==> src/rtl/core/drho_pkg.sv <==
// package for the dickman rho evaluator
// types, controller states, base row table and saturating add
// no dependencies
package drho_pkg;

    localparam int CFG_W   = 5;
    localparam int WORD_W  = 64;
    localparam int FRAC_W  = 24;
    localparam int X_W     = 28;
    localparam int IP_W    = X_W - FRAC_W;
    localparam int DVSR_W  = 5;
    localparam int REM_W   = 5;
    localparam int CNT_W   = 6;
    localparam int BASE_N  = 32;

    localparam logic [WORD_W-1:0] ONE_MINUS_LN2 = 64'h4E8DE8082E308654;

    // row 0: 1-ln2, then floor(2^(64-i)/i) for i = 1..29, zero for i = 30 and 31
    localparam logic [WORD_W-1:0] ROW0 [BASE_N] = '{
        ONE_MINUS_LN2,
        (64'd1 << 63) / 64'd1,
        (64'd1 << 62) / 64'd2,
        (64'd1 << 61) / 64'd3,
        (64'd1 << 60) / 64'd4,
        (64'd1 << 59) / 64'd5,
        (64'd1 << 58) / 64'd6,
        (64'd1 << 57) / 64'd7,
        (64'd1 << 56) / 64'd8,
        (64'd1 << 55) / 64'd9,
        (64'd1 << 54) / 64'd10,
        (64'd1 << 53) / 64'd11,
        (64'd1 << 52) / 64'd12,
        (64'd1 << 51) / 64'd13,
        (64'd1 << 50) / 64'd14,
        (64'd1 << 49) / 64'd15,
        (64'd1 << 48) / 64'd16,
        (64'd1 << 47) / 64'd17,
        (64'd1 << 46) / 64'd18,
        (64'd1 << 45) / 64'd19,
        (64'd1 << 44) / 64'd20,
        (64'd1 << 43) / 64'd21,
        (64'd1 << 42) / 64'd22,
        (64'd1 << 41) / 64'd23,
        (64'd1 << 40) / 64'd24,
        (64'd1 << 39) / 64'd25,
        (64'd1 << 38) / 64'd26,
        (64'd1 << 37) / 64'd27,
        (64'd1 << 36) / 64'd28,
        (64'd1 << 35) / 64'd29,
        64'd0,
        64'd0
    };

    typedef enum logic [4:0] {
        S_IDLE,
        S_BROW,
        S_BJ,
        S_BRD,
        S_BWAIT,
        S_BDMS,
        S_BDMW,
        S_BDJS,
        S_BDJW,
        S_BWRJ,
        S_BHW,
        S_B0S,
        S_B0W,
        S_ERD,
        S_EW,
        S_EM1,
        S_EM2,
        S_EADD,
        S_DONE
    } state_t;

    typedef struct packed {
        logic              start;
        logic [WORD_W-1:0] dividend;
        logic [DVSR_W-1:0] divisor;
    } div_req_t;

    typedef struct packed {
        logic              done;
        logic [WORD_W-1:0] quotient;
    } div_rsp_t;

    function automatic logic [WORD_W-1:0] sat_add(input logic [WORD_W-1:0] a,
                                                   input logic [WORD_W-1:0] b);
        logic [WORD_W:0] s;
        s = {1'b0, a} + {1'b0, b};
        return s[WORD_W] ? '1 : s[WORD_W-1:0];
    endfunction

endpackage

==> src/rtl/core/drho_div.sv <==
// bit-serial restoring divider, 64-bit dividend by a small divisor
// uses drho_pkg
module drho_div
    import drho_pkg::*;
(
    input  logic     clk,
    input  logic     rst_n,
    input  div_req_t req,
    output div_rsp_t rsp
);

    logic [WORD_W-1:0] quo_reg;
    logic [REM_W-1:0]  rem_reg;
    logic [DVSR_W-1:0] dvsr_reg;
    logic [CNT_W-1:0]  cnt_reg;
    logic              busy_reg;
    logic              done_reg;
    logic [REM_W:0]    trial;
    logic              fits;

    assign trial = {rem_reg, quo_reg[WORD_W-1]};
    assign fits  = trial >= {1'b0, dvsr_reg};

    always_ff @(posedge clk or negedge rst_n)
    begin
        if (!rst_n)
        begin
            busy_reg <= 1'b0;
            done_reg <= 1'b0;
        end
        else
        begin
            done_reg <= 1'b0;
            if (req.start)
            begin
                // zero dividend finishes at once
                busy_reg <= (req.dividend != '0);
                done_reg <= (req.dividend == '0);
            end
            else if (busy_reg && cnt_reg == '0)
            begin
                busy_reg <= 1'b0;
                done_reg <= 1'b1;
            end
        end
    end

    always_ff @(posedge clk)
    begin
        if (req.start)
        begin
            quo_reg  <= req.dividend;
            rem_reg  <= '0;
            dvsr_reg <= req.divisor;
            cnt_reg  <= CNT_W'(WORD_W - 1);
        end
        else if (busy_reg)
        begin
            quo_reg <= {quo_reg[WORD_W-2:0], fits};
            rem_reg <= fits ? REM_W'(trial - {1'b0, dvsr_reg}) : REM_W'(trial);
            cnt_reg <= cnt_reg - CNT_W'(1);
        end
    end

    assign rsp.done     = done_reg;
    assign rsp.quotient = quo_reg;

endmodule

==> config.mk <==
export PLATFORM = sky130hd
export DESIGN_NAME = drho_div
export DESIGN_NICKNAME = d
export VERILOG_FILES = /design/src/rtl/core/drho_pkg.sv /design/src/rtl/core/drho_div.sv
export SDC_FILE = /design/constraint.sdc
export NUM_CORES = 1
export LEC_CHECK = 0
export ABC_AREA = 1
export BUFFER_PORTS_ARGS = -buffer_cell sky130_fd_sc_hd__buf_4
export CAP_MARGIN = 20
export CORE_UTILIZATION = 50
export DETAILED_ROUTE_END_ITERATION = 10
export PLACE_DENSITY_LB_ADDON = 0.15
export SLEW_MARGIN = 20
export SYNTH_ARGS = -nofsm -noshare
export SYNTH_HDL_FRONTEND = slang
export SYNTH_SLANG_ARGS = --single-unit
export TNS_END_PERCENT = 20
==> constraint.sdc <==
create_clock -name clk -period 3.1 [get_ports clk]
set_input_delay 0.465 -clock clk [delete_from_list [all_inputs] [get_ports clk]]
set_output_delay 0.465 -clock clk [all_outputs]
set_load 0.05 [all_outputs]
==> impl_metrics.tcl <==
set metrics [dict create \
    wire_per_inst_um 13.0 \
    place_hpwl_mm 6.51 \
    avgSynthCellArea_um2 8.86 \
    postCtsSetupRepairBufs 0 \
    synth_seq_cells 82 \
    clockBufferDepth 2 \
    core-area_um2 7690 \
    grt_antenna_before_repair 0 \
    swShare_pct 35.7 \
    end_kind "flip-flop" \
    p_switching_mw 1.16 \
    finalCritPeriodShare_pct 57.3 \
    yosys_warnings 0 \
    grt_pass1_vias 3148 \
    cts_buffers 9 \
    die_h_um 90.8 \
    crit_family "simple AND/OR/NAND/NOR gates" \
    critPathSlowestCell "fa_1" \
    slowest_delay_ns 0.40 \
    cts.sinks 82 \
    port_buffers 136 \
    leakagePower_nw 2.56 \
    grt-ovfl-total 0 \
    syn2layout_area_growth_pct 32.6 \
    dp.cells 672 \
    dpl_cell_area_um2 5040 \
    finalSetupViolCount 0 \
    drive_above_1_share_pct 28.3 \
    syn_area_um2 3940 \
    arrival_ns 2.02 \
    layout_min_cycle_time_ns 1.78 \
    cts.repair.resized 0 \
    yosys.cell_types.count 30 \
    grt_pass1_wl_mm 14.6 \
    grt_max_degree 51 \
    grt_usage_pct 22.5 \
    crit_type "flip-flop to flip-flop" \
    pwr_density_cell_nw_per_um2 622 \
    nFillCells 654 \
    crit_top_cell "nand2_1" \
    firstDrtPassIters 4 \
    clkLatencyLatePin_ns 0.35 \
    largest_register_ffs 64 \
    rsz0062_at_grt "no" \
    ant_nets 0 \
    synth_fp_nets 525 \
    fmax_ghz 0.563 \
    crit_required_ns 3.34 \
    status "finished, final reports clean" \
    nets 662 \
    synth_edf_count 69 \
    hold_buffers 1 \
    clk_pin_slew_worst_paths_ns 0.08 \
    h-tree-depth 3 \
    slew_viol_final 0 \
    hold-worst-slack_ns 0.293 \
    drt_iter0_drc 188 \
    max_slew_margin_pct 63.2 \
    syn_inst 445 \
    cts_tree "done" \
    vdd.ir_drop.worst_uv 320 \
    die_width_um 90.8 \
    diodes 0 \
    yosysSeqAreaShare_pct 59.4 \
    final-instance-count-excl-fill 688 \
    internal-power_mw 2.09 \
    initial_utilization_pct 51.3 \
    hold_violations 0 \
    wirelength_mm 8.98 \
    dieArea_um2 8250 \
    max_slew.worst_pin.slew_ns 0.551 \
    crit_buf_inv 2 \
    finalInstanceArea_um2 5230 \
    vias 3422 \
    pwr-share-comb_pct 32.7 \
    cap_viol_max_count 0 \
    synthFlopType "edfxtp_1" \
    clkPwrFrac_pct 22.8 \
    drc 0 \
    cts-root-buf "clkbuf_8" \
    vias_per_cell 4.97 \
    io_pins 137 \
    rows 32 \
    async_reset_ff_share_pct 2.44 \
    seqPwrFrac_pct 44.6 \
    crit_fanout 8 \
    clock_skew_ns 0.0127 \
    routabilityCongestion 0.799 \
    path_cells "inv_1, ha_1, inv_1, fa_1, nand2_1, nand2_1, nand3_4, nand3_1, nand3_1, nand2_1" \
    hold_path_class "input pin to flip-flop" \
    final.setup.tns_ns 0 \
    cp-start-kind "flip-flop" \
]
==> cell usage in the layout (no fill, tap or decap), types with 2 or more instances in the layout <==
cell,synthesis,final
nand2_1,232,232
buf_4,7,141
edfxtp_1,69,69
nor2_1,45,45
nand3_1,15,15
inv_1,13,12
dfxtp_1,11,11
clkbuf_8,0,9
ha_1,7,7
nand3b_1,6,6
a21oi_1,4,4
inv_2,2,3
o21ai_1,3,3
o21ai_0,3,3
or2_4,2,2
nor2_4,2,2
or2_1,2,2
dfrtp_1,2,2
clkinvlp_4,0,2
clkinv_2,0,2
==> per-layer routing <==
layer  track usage [%]  vias up  share of wire [%]
met4              6.61        0                1.2
met1              29.2     1574                 44
met3              7.83       10                8.4
li1                  -     1709                  -
met2              35.6      129                 46
met5                 0        -                  0
==> cells by family after synthesis <==
| kind of cell | after synthesis | synth area share [%] |
|---|---|---|
| flip-flops | 82 | 59.4 |
| adder cells (fa/ha/maj) | 8 | 2.73 |
| AO/OA/AOI/OAI | 13 | 1.81 |
| XOR/XNOR | 1 | 0.222 |
| AND/OR/NAND/NOR | 310 | 32.1 |
| buffers and inverters | 31 | 3.78 |
==> path summary, 6_finish.rpt <==
path                                to  depth (start not counted)  slack [ns]   startpoint
setup / recovery            rem_reg[0]                         10        1.32  quo_reg[63]
hold / removal             dvsr_reg[0]                          1        0.29       req[0]
setup reg to reg            rem_reg[0]                         10        1.32  quo_reg[63]
hold reg to reg             cnt_reg[5]                          1        0.47   cnt_reg[5]
max in group asynchronous     done_reg                          2        2.57        rst_n
min in group asynchronous     busy_reg                          2        0.44        rst_n
==> through the flow <==
| stage | power, mW | util (%) | setup WS (ns) |
|---|---|---|---|
| global route | 3.41 | 68.0 | 1.15 |
| detailed placement | 2.54 | 65.5 | 1.02 |
| CTS | 3.27 | 68.0 | 1.31 |
| floorplan | 2.21 | - | 0.851 |
| finish | 3.25 | 68.0 | 1.32 |
| global placement | 2.51 | 65.5 | 1.06 |
==> power by group through the flow <==
stage | logic (mW) | clock network, mW | registers [mW]
final | 1.06 | 0.740 | 1.45
after global routing | 1.15 | 0.801 | 1.46
after CTS | 1.07 | 0.752 | 1.45
after detailed placement | 1.07 | 0 | 1.47
after global placement | 1.04 | 0 | 1.47
after floorplan | 0.405 | 0 | 1.80
==> final cells by class <==
cell class / instances / area [µm²] / share of cell area [%]
repair buffers: 142 / 1070 / 20.4
flip-flops and latches: 82 / 2340 / 44.8
multi-input cells: 332 / 1450 / 27.8
well taps: 102 / 128 / 2.44
clock buffers: 9 / 124 / 2.37
inverters: 15 / 56.3 / 1.08
clock inverters: 6 / 58.8 / 1.12
==> cell usage after synthesis, types with 2 or more instances <==
cell type  number  area, µm²
a21oi_1         4       20.0
buf_2           5       25.0
buf_4           7       52.6
clkbuf_1        4       15.0
dfrtp_1         2       50.1
dfxtp_1        11        220
edfxtp_1       69       2070
ha_1            7       87.6
inv_1          13       48.8
inv_2           2       7.51
nand2_1       232        871
nand3_1        15       75.1
nand3b_1        6       45.0
nor2_1         45        169
nor2_4          2       22.5
o21ai_0         3       15.0
o21ai_1         3       15.0
or2_1           2       12.5
or2_4           2       17.5
Power figures use the tool's default switching activity.
